### src/rtl/core/kbs_pkg.sv
package kbs_pkg;

    localparam int ANGLE_FRAC_BITS_DEF = 28;
    localparam int SINE_STEPS_DEF      = 30;

    localparam logic [63:0] PI_Q60   = 64'h3243F6A8885A308D;
    localparam logic [63:0] GAIN_Q40 = 64'd667681663043;

    localparam logic [6:0]  STEP_CAP      = 7'd64;
    localparam logic [6:0]  MAX_ITER_RST  = 7'd32;
    localparam logic [28:0] TOLERANCE_RST = 29'd268;

    localparam logic [1:0] CFG_MAX_ITER  = 2'd0;
    localparam logic [1:0] CFG_TOLERANCE = 2'd1;

    localparam logic [1:0] STOP_EXACT = 2'd0;
    localparam logic [1:0] STOP_TOL   = 2'd1;
    localparam logic [1:0] STOP_LIMIT = 2'd2;

    typedef struct packed {
        logic [30:0] mean_anomaly;
        logic [30:0] eccentricity;
    } req_t;

    typedef struct packed {
        logic [30:0] eccentric_anomaly;
        logic [1:0]  stop_cause;
        logic [6:0]  steps_used;
    } rsp_t;

    // arctan(2^-i) in q62, alternating series with truncated terms
    function automatic logic [63:0] atan_q62(input int i);
        logic [63:0] sum;
        logic [63:0] term;
        int          sh;
        sum = '0;
        if (i == 0)
        begin
            return PI_Q60;
        end
        for (int k = 0; k < 64; k++)
        begin
            sh = i * (2 * k + 1);
            if (sh > 62)
            begin
                break;
            end
            term = (64'd1 << (62 - sh)) / 64'(2 * k + 1);
            if ((k % 2) == 1)
            begin
                sum = sum - term;
            end
            else
            begin
                sum = sum + term;
            end
        end
        return sum;
    endfunction

endpackage

### src/rtl/core/kepler_bisection_solver_core.sv
// channel | direction | handshake              | payload
// in      | request   | in_valid / in_ready    | kbs_pkg::req_t
// out     | result    | out_valid / out_ready  | kbs_pkg::rsp_t
// cfg     | write     | cfg_write              | cfg_index, cfg_data
//
// each bisection step evaluates f at mid, low and high end; each evaluation runs
// setup, cordic rotations, multiply and f on the shared cordic/multiply datapath,
// and a solve ends early when f(mid) is zero or when the step limit ends it
// in_ready is high only while idle; a result waiting on out_ready holds the solver
// in its final state, the previous result stays in the output register meanwhile
// reset loads max_iterations 32 and tolerance 268, no clearing pass
module kepler_bisection_solver_core #(
    parameter int ANGLE_FRAC_BITS = kbs_pkg::ANGLE_FRAC_BITS_DEF,
    parameter int SINE_STEPS      = kbs_pkg::SINE_STEPS_DEF
) (
    input  logic          clk,
    input  logic          rst_n,
    input  logic          in_valid,
    output logic          in_ready,
    input  kbs_pkg::req_t in_data,
    output logic          out_valid,
    input  logic          out_ready,
    output kbs_pkg::rsp_t out_data,
    input  logic          cfg_write,
    input  logic [1:0]    cfg_index,
    input  logic [28:0]   cfg_data
);

    localparam int F   = ANGLE_FRAC_BITS;
    localparam int AW  = (F + 3 > 31) ? F + 3 : 31;
    localparam int W   = AW + 1;
    localparam int MGW = F + 2;
    localparam int FW  = AW + 2;
    localparam int IW  = (SINE_STEPS > 1) ? $clog2(SINE_STEPS) : 1;

    localparam logic [AW-1:0] PI_A      = AW'(kbs_pkg::PI_Q60 >> (60 - F));
    localparam logic [AW-1:0] HALF_PI_A = AW'(kbs_pkg::PI_Q60 >> (61 - F));
    localparam logic [AW-1:0] TWO_PI_A  = AW'(kbs_pkg::PI_Q60 >> (59 - F));
    localparam logic [AW-1:0] UPPER_A   = PI_A + HALF_PI_A;
    localparam logic signed [W-1:0] X0  = W'(kbs_pkg::GAIN_Q40 >> (40 - F));
    localparam logic [IW-1:0] LAST_IT   = IW'(SINE_STEPS - 1);

    typedef enum logic [2:0] {
        S_IDLE,
        S_STEP,
        S_SETUP,
        S_ROT,
        S_MUL,
        S_FVAL,
        S_FINISH
    } state_t;

    typedef enum logic [1:0] {
        EV_MID,
        EV_LO,
        EV_HI
    } eval_t;

    logic signed [W-1:0] atan_tab [SINE_STEPS];

    for (genvar gi = 0; gi < SINE_STEPS; gi++)
    begin : g_atan
        localparam logic [63:0] AQ = kbs_pkg::atan_q62(gi);
        assign atan_tab[gi] = W'(AQ >> (62 - F));
    end

    state_t               state_reg;
    eval_t                ev_reg;
    logic [6:0]           max_iter_reg;
    logic [28:0]          tol_reg;
    logic [6:0]           lim_reg;
    logic [6:0]           steps_reg;
    logic [AW-1:0]        ma_reg;
    logic [30:0]          ecc_reg;
    logic [AW-1:0]        lo_reg;
    logic [AW-1:0]        hi_reg;
    logic [AW-1:0]        mid_reg;
    logic [AW-1:0]        saved_reg;
    logic [AW-1:0]        ang_reg;
    logic                 have_saved_reg;
    logic                 exact_reg;
    logic [1:0]           cause_reg;
    logic                 zero_sin_reg;
    logic signed [W-1:0]  x_reg;
    logic signed [W-1:0]  y_reg;
    logic signed [W-1:0]  th_reg;
    logic [IW-1:0]        it_reg;
    logic [MGW-1:0]       prod_reg;
    logic                 neg_reg;
    logic                 sf_neg_reg;
    logic                 sa_neg_reg;
    logic                 sa_zero_reg;
    logic                 out_valid_reg;
    kbs_pkg::rsp_t        out_data_reg;

    logic [AW:0]          mid_sum;
    logic [AW-1:0]        ma_in;
    logic signed [W-1:0]  xs;
    logic signed [W-1:0]  ys;
    logic [MGW-1:0]       mag;
    logic [MGW+30:0]      prod_full;
    logic signed [FW-1:0] p_s;
    logic signed [FW-1:0] f_val;
    logic                 f_neg;
    logic                 f_zero;
    logic [AW-1:0]        lo_next;
    logic [AW-1:0]        hi_next;
    logic [AW-1:0]        width_next;
    logic [AW-1:0]        result;
    logic [1:0]           cause_fin;

    assign in_ready  = (state_reg == S_IDLE);
    assign out_valid = out_valid_reg;
    assign out_data  = out_data_reg;

    assign mid_sum = {1'b0, lo_reg} + {1'b0, hi_reg};
    assign ma_in   = (in_data.mean_anomaly > 31'(TWO_PI_A)) ? TWO_PI_A : AW'(in_data.mean_anomaly);
    assign xs      = x_reg >>> it_reg;
    assign ys      = y_reg >>> it_reg;
    assign mag     = zero_sin_reg ? '0 : MGW'((y_reg < 0) ? -y_reg : y_reg);
    assign prod_full = ecc_reg * mag;
    assign p_s     = neg_reg ? -FW'(prod_reg) : FW'(prod_reg);
    assign f_val   = FW'(ang_reg) - p_s - FW'(ma_reg);
    assign f_neg   = f_val < 0;
    assign f_zero  = f_val == '0;

    // halve the bracket: keep the end whose sign differs from f(mid)
    always_comb
    begin
        lo_next = lo_reg;
        hi_next = hi_reg;
        if (!sa_zero_reg && (sa_neg_reg != sf_neg_reg))
        begin
            hi_next = mid_reg;
        end
        else
        begin
            lo_next = mid_reg;
        end
        width_next = hi_next - lo_next;
    end

    always_comb
    begin
        result    = mid_reg;
        cause_fin = cause_reg;
        if (!exact_reg)
        begin
            priority if (have_saved_reg)
            begin
                result = saved_reg;
            end
            else if (ma_reg == '0)
            begin
                result    = '0;
                cause_fin = kbs_pkg::STOP_EXACT;
            end
            else if (ma_reg == TWO_PI_A)
            begin
                result    = TWO_PI_A;
                cause_fin = kbs_pkg::STOP_EXACT;
            end
            else
            begin
                result    = TWO_PI_A >> 1;
                cause_fin = kbs_pkg::STOP_LIMIT;
            end
        end
    end

    always_ff @(posedge clk or negedge rst_n)
    begin
        if (!rst_n)
        begin
            max_iter_reg <= kbs_pkg::MAX_ITER_RST;
            tol_reg      <= kbs_pkg::TOLERANCE_RST;
        end
        else if (cfg_write)
        begin
            unique case (cfg_index)
                kbs_pkg::CFG_MAX_ITER:  max_iter_reg <= cfg_data[6:0];
                kbs_pkg::CFG_TOLERANCE: tol_reg      <= cfg_data;
                default:                ;
            endcase
        end
    end

    always_ff @(posedge clk or negedge rst_n)
    begin
        if (!rst_n)
        begin
            state_reg      <= S_IDLE;
            out_valid_reg  <= 1'b0;
            ev_reg         <= EV_MID;
            steps_reg      <= '0;
            have_saved_reg <= 1'b0;
            exact_reg      <= 1'b0;
            cause_reg      <= kbs_pkg::STOP_LIMIT;
        end
        else
        begin
            if (out_valid_reg && out_ready && (state_reg != S_FINISH))
            begin
                out_valid_reg <= 1'b0;
            end
            unique case (state_reg)
                S_IDLE:
                begin
                    if (in_valid)
                    begin
                        ma_reg         <= ma_in;
                        ecc_reg        <= in_data.eccentricity;
                        lim_reg        <= (max_iter_reg > kbs_pkg::STEP_CAP) ?
                                          kbs_pkg::STEP_CAP : max_iter_reg;
                        lo_reg         <= '0;
                        hi_reg         <= TWO_PI_A;
                        steps_reg      <= '0;
                        have_saved_reg <= 1'b0;
                        exact_reg      <= 1'b0;
                        cause_reg      <= kbs_pkg::STOP_LIMIT;
                        state_reg      <= S_STEP;
                    end
                end
                S_STEP:
                begin
                    if (steps_reg < lim_reg)
                    begin
                        mid_reg   <= mid_sum[AW:1];
                        ang_reg   <= mid_sum[AW:1];
                        steps_reg <= steps_reg + 7'd1;
                        ev_reg    <= EV_MID;
                        state_reg <= S_SETUP;
                    end
                    else
                    begin
                        cause_reg <= kbs_pkg::STOP_LIMIT;
                        state_reg <= S_FINISH;
                    end
                end
                S_SETUP:
                begin
                    zero_sin_reg <= (ang_reg == '0) || (ang_reg == TWO_PI_A);
                    priority if (ang_reg <= HALF_PI_A)
                    begin
                        th_reg <= W'(ang_reg);
                    end
                    else if (ang_reg <= UPPER_A)
                    begin
                        th_reg <= W'(PI_A) - W'(ang_reg);
                    end
                    else
                    begin
                        th_reg <= W'(ang_reg) - W'(TWO_PI_A);
                    end
                    x_reg     <= X0;
                    y_reg     <= '0;
                    it_reg    <= '0;
                    state_reg <= S_ROT;
                end
                S_ROT:
                begin
                    if (th_reg >= 0)
                    begin
                        x_reg  <= x_reg - ys;
                        y_reg  <= y_reg + xs;
                        th_reg <= th_reg - atan_tab[it_reg];
                    end
                    else
                    begin
                        x_reg  <= x_reg + ys;
                        y_reg  <= y_reg - xs;
                        th_reg <= th_reg + atan_tab[it_reg];
                    end
                    if (it_reg == LAST_IT)
                    begin
                        state_reg <= S_MUL;
                    end
                    else
                    begin
                        it_reg <= it_reg + IW'(1);
                    end
                end
                S_MUL:
                begin
                    prod_reg  <= MGW'(prod_full >> 31);
                    neg_reg   <= !zero_sin_reg && (y_reg < 0);
                    state_reg <= S_FVAL;
                end
                S_FVAL:
                begin
                    unique case (ev_reg)
                        EV_MID:
                        begin
                            if (f_zero)
                            begin
                                exact_reg <= 1'b1;
                                cause_reg <= kbs_pkg::STOP_EXACT;
                                state_reg <= S_FINISH;
                            end
                            else
                            begin
                                sf_neg_reg <= f_neg;
                                ang_reg    <= lo_reg;
                                ev_reg     <= EV_LO;
                                state_reg  <= S_SETUP;
                            end
                        end
                        EV_LO:
                        begin
                            sa_neg_reg  <= f_neg;
                            sa_zero_reg <= f_zero;
                            ang_reg     <= hi_reg;
                            ev_reg      <= EV_HI;
                            state_reg   <= S_SETUP;
                        end
                        default:
                        begin
                            if (!sa_zero_reg && !f_zero && (sa_neg_reg != f_neg))
                            begin
                                saved_reg      <= mid_reg;
                                have_saved_reg <= 1'b1;
                            end
                            lo_reg <= lo_next;
                            hi_reg <= hi_next;
                            if (32'(width_next) < 32'({tol_reg, 1'b0}))
                            begin
                                cause_reg <= kbs_pkg::STOP_TOL;
                                state_reg <= S_FINISH;
                            end
                            else
                            begin
                                state_reg <= S_STEP;
                            end
                        end
                    endcase
                end
                default:
                begin
                    if (!out_valid_reg || out_ready)
                    begin
                        out_valid_reg                  <= 1'b1;
                        out_data_reg.eccentric_anomaly <= result[30:0];
                        out_data_reg.stop_cause        <= cause_fin;
                        out_data_reg.steps_used        <= steps_reg;
                        state_reg                      <= S_IDLE;
                    end
                end
            endcase
        end
    end

endmodule

### config.mk
export PLATFORM = sky130hd
export DESIGN_NAME = kepler_bisection_solver_core
export DESIGN_NICKNAME = d
export VERILOG_FILES = /design/src/rtl/core/kbs_pkg.sv /design/src/rtl/core/kepler_bisection_solver_core.sv
export SDC_FILE = /design/constraint.sdc
export NUM_CORES = 2
export LEC_CHECK = 0
export BUFFER_PORTS_ARGS = -buffer_cell sky130_fd_sc_hd__buf_2
export CORE_MARGIN = 2
export CORE_UTILIZATION = 40
export DETAILED_ROUTE_END_ITERATION = 10
export GPL_TIMING_DRIVEN = 1
export HOLD_SLACK_MARGIN = 0.08
export PLACE_DENSITY = 0.62
export SETUP_SLACK_MARGIN = 0.4
export SYNTH_ARGS = -nofsm -noshare
export SYNTH_HDL_FRONTEND = slang
export SYNTH_SLANG_ARGS = --single-unit
### constraint.sdc
create_clock -name clk -period 12.1 [get_ports clk]
set_input_delay 0.605 -clock clk [delete_from_list [all_inputs] [get_ports clk]]
set_output_delay 0.605 -clock clk [all_outputs]
set_load 0.01 [all_outputs]
==> impl_metrics.json <==
{
  "yosys.area_share.adder": 0.346,
  "synth_flop_cell": "edfxtp_1",
  "syn-num-nets": 8512,
  "tritoncts": "yes",
  "dpl.hpwl_um": 144000,
  "first_iter_violations": 4409,
  "nNetsFinal": 8464,
  "routed-wl-met2_um": 89000,
  "fillers": 15900,
  "highest-signal-layer": "met5",
  "synth_edf_count": 400,
  "mappedNetlistArea_mm2": 0.0662,
  "post_drt_wl_per_cell_um": 20.7,
  "multiplexer_area_fraction_after_synthesis": 0.0581,
  "synth_compound_gate_area_share": 0.103,
  "clock.fmax_mhz": 91.6,
  "postCtsResizedCells": 0,
  "r2r_setup_slack_ns": 1.18,
  "detail-route-antenna-nets": 0,
  "max_slew.worst_pin.slew_ns": 1.29,
  "crit_required_ns": 12.52,
  "synth-seq-cells": 453,
  "critical_path_max_stage_delay_ns": 0.97,
  "max-cap-violations": 0,
  "core.rowCount": 149,
  "maxSlewViolCount": 0,
  "drt-met1-wl_um": 84000,
  "worst_setup_hold_path_clk_slew_ns": 0.08,
  "critPathKind": "reg -> reg",
  "path_max_fanout": 19,
  "critPathMostFrequentCell": "fa_1",
  "start_kind": "flop",
  "die_area_mm2": 0.169,
  "async_flop_share": 0.117,
  "cts_hold_repair.buffers": 31,
  "layout_worst_path_cycle_share": 0.902,
  "vias_per_cell": 5.54,
  "final-seq-area_mm2": 0.0133,
  "drt_pass1_iterations": 6,
  "synthXorXnorAreaFrac": 0.0473,
  "groute.usage.overall": 0.229,
  "dieWidth_um": 411,
  "area.growth.synth_to_final_pct": 7.65,
  "finalClockSkew_ns": 0.0598,
  "worst_setup_path_end_kind": "flop",
  "initial_antenna_violation_count": 4,
  "core_area_mm2": 0.165,
  "num_antenna_cells": 0,
  "synth_top_family_by_area": "adder cells",
  "slew_headroom": 0.141,
  "post_cts_buffers": 0,
  "max-clock-path-buffers": 3,
  "rsz0062_at_grt": "false",
  "grt_start_max_net_pins": 97,
  "die_height_um": 411,
  "gp_congestion": 0.971,
  "cts_inserted_buffers": 56,
  "hold_path_class": "in -> reg",
  "worstSkewPairLatency_ns": 0.70,
  "yosys_cell_types": 91,
  "detailed_routed_wire_length_on_met3_um": 13800,
  "drc": 0,
  "finalWorstPathRequiredPeriod_ns": 10.92,
  "cts-htree-levels": 2,
  "final-hold-violation-count": 0,
  "status": "finished clean",
  "grt_pass1_vias": 52600,
  "numClockSinks": 453,
  "synth-simple-area-share": 0.161,
  "area_of_the_multi_input_gates_mm2": 0.0475,
  "yosysWarningCount": 0,
  "clockRootBuffer": "clkbuf_16",
  "cp.arrival_ns": 11.33,
  "tns_ns": 0,
  "global_route_wire_length_before_repair_um": 304000,
  "count_of_buffers_inserted_at_the_top_level_ports": 139,
  "cpMaxStageDelayCell": "nor2_2",
  "dr_total_vias": 51400,
  "boundaryPins": 140,
  "wl_um": 192000,
  "post_synth.cell_area_avg_um2": 9.34,
  "post_synth_inst_count": 7089,
  "yosysSeqAreaShare": 0.202,
  "effective_utilization_at_floorplan": 0.402,
  "finalSetupViolCount": 0,
  "drive_above_1_share": 0.0829,
  "largest_register_ff_count": 40,
  "total_congestion_overflow_after_global_routing": 0
}
layout by cell type (no fill, tap or decap), drive strengths merged, types with 33 or more instances in the layout:
cell       n
nor3      72
xnor2    218
a21oi    283
nand2b    59
nand3     71
nand2    804
o21bai    33
clkbuf    69
a211oi    33
nor4      38
mux2      96
ha       482
fa       843
nor2     359
and2     505
a31oi     36
mux4      72
xor2     137
nor2b     61
inv     1076
o31ai     44
dfrtp     48
buf      239
edfxtp   400
nand4     58
o21ai    244
mux2i    114
a21o     129
worst paths after layout:
path,startpoint,end,cells past startpoint
setup / recovery,y_reg[2],prod_reg[29],32
hold / removal,in_data[9],ecc_reg[9],1
setup reg to reg,y_reg[2],prod_reg[29],32
hold reg to reg,tol_reg[0],tol_reg[0],1
max in group asynchronous,rst_n,steps_reg[4],3
min in group asynchronous,rst_n,cause_reg[0],2
stage by stage:
step                      area, µm²  hold slack, ns   util  setup WS [ns]  std cells
after floorplan               66200           0.309      -           2.49       7089
after global placement        69100           0.488  0.420           1.54       9140
after detailed placement      69100           0.489  0.420           1.36       9140
after CTS                     71200          0.0803  0.433           1.34       9273
after global routing          71300          0.0968  0.433          0.639       9274
final                         71300           0.127  0.433           1.18       9274
worst max-delay path: cells and delay by family, from the launching register on:
| kind | cells | cell delay, ns |
|---|---|---|
| adders and majority gates | 9 | 4.33 |
| and+or+nand+nor | 8 | 2.68 |
| AOI/OAI and AO/OA | 8 | 2.31 |
| buffers and inverters | 5 | 0.64 |
| DFF | 1 | 0.50 |
| xor gates and xnor gates | 2 | 0.21 |
cell families (layout without fill, tap and decap cells):
family,Yosys count,count (layout)
adders and majority gates,1325,1325
DFF,453,453
xor gates and xnor gates,356,356
muxes,282,282
AOI/OAI and AO/OA,1051,1051
and+or+nand+nor,2169,2169
buffers and inverters,1453,1449
metal layers:
metal,up-vias,GRT usage
li1,23200,-
met1,25900,0.318
met2,1865,0.368
met3,313,0.0362
met4,4,0.0645
met5,-,0
cell type report:
class	count	share of cell area
clock inverters	33	0.00430
repair buffers	270	0.0248
multi-input cells	5183	0.667
clock buffers	69	0.0212
flip-flops and latches	453	0.187
inverters	1077	0.0568
well taps	2189	0.0384
synth_stat cells, drive strengths merged (96+ instances only):
library cell | n | area share
edfxtp | 400 | 0.18
mux2i | 114 | 0.017
xor2 | 137 | 0.018
fa | 843 | 0.25
xnor2 | 218 | 0.029
a21o | 129 | 0.015
a21oi | 283 | 0.021
ha | 482 | 0.091
nor2 | 359 | 0.020
o21ai | 244 | 0.018
nand2 | 804 | 0.046
inv | 1074 | 0.061
clkbuf | 334 | 0.019
mux2 | 96 | 0.016
and2 | 505 | 0.048
Power is not shown: default switching activity piles up to over one toggle a cycle in this logic, so the estimate is an artifact.
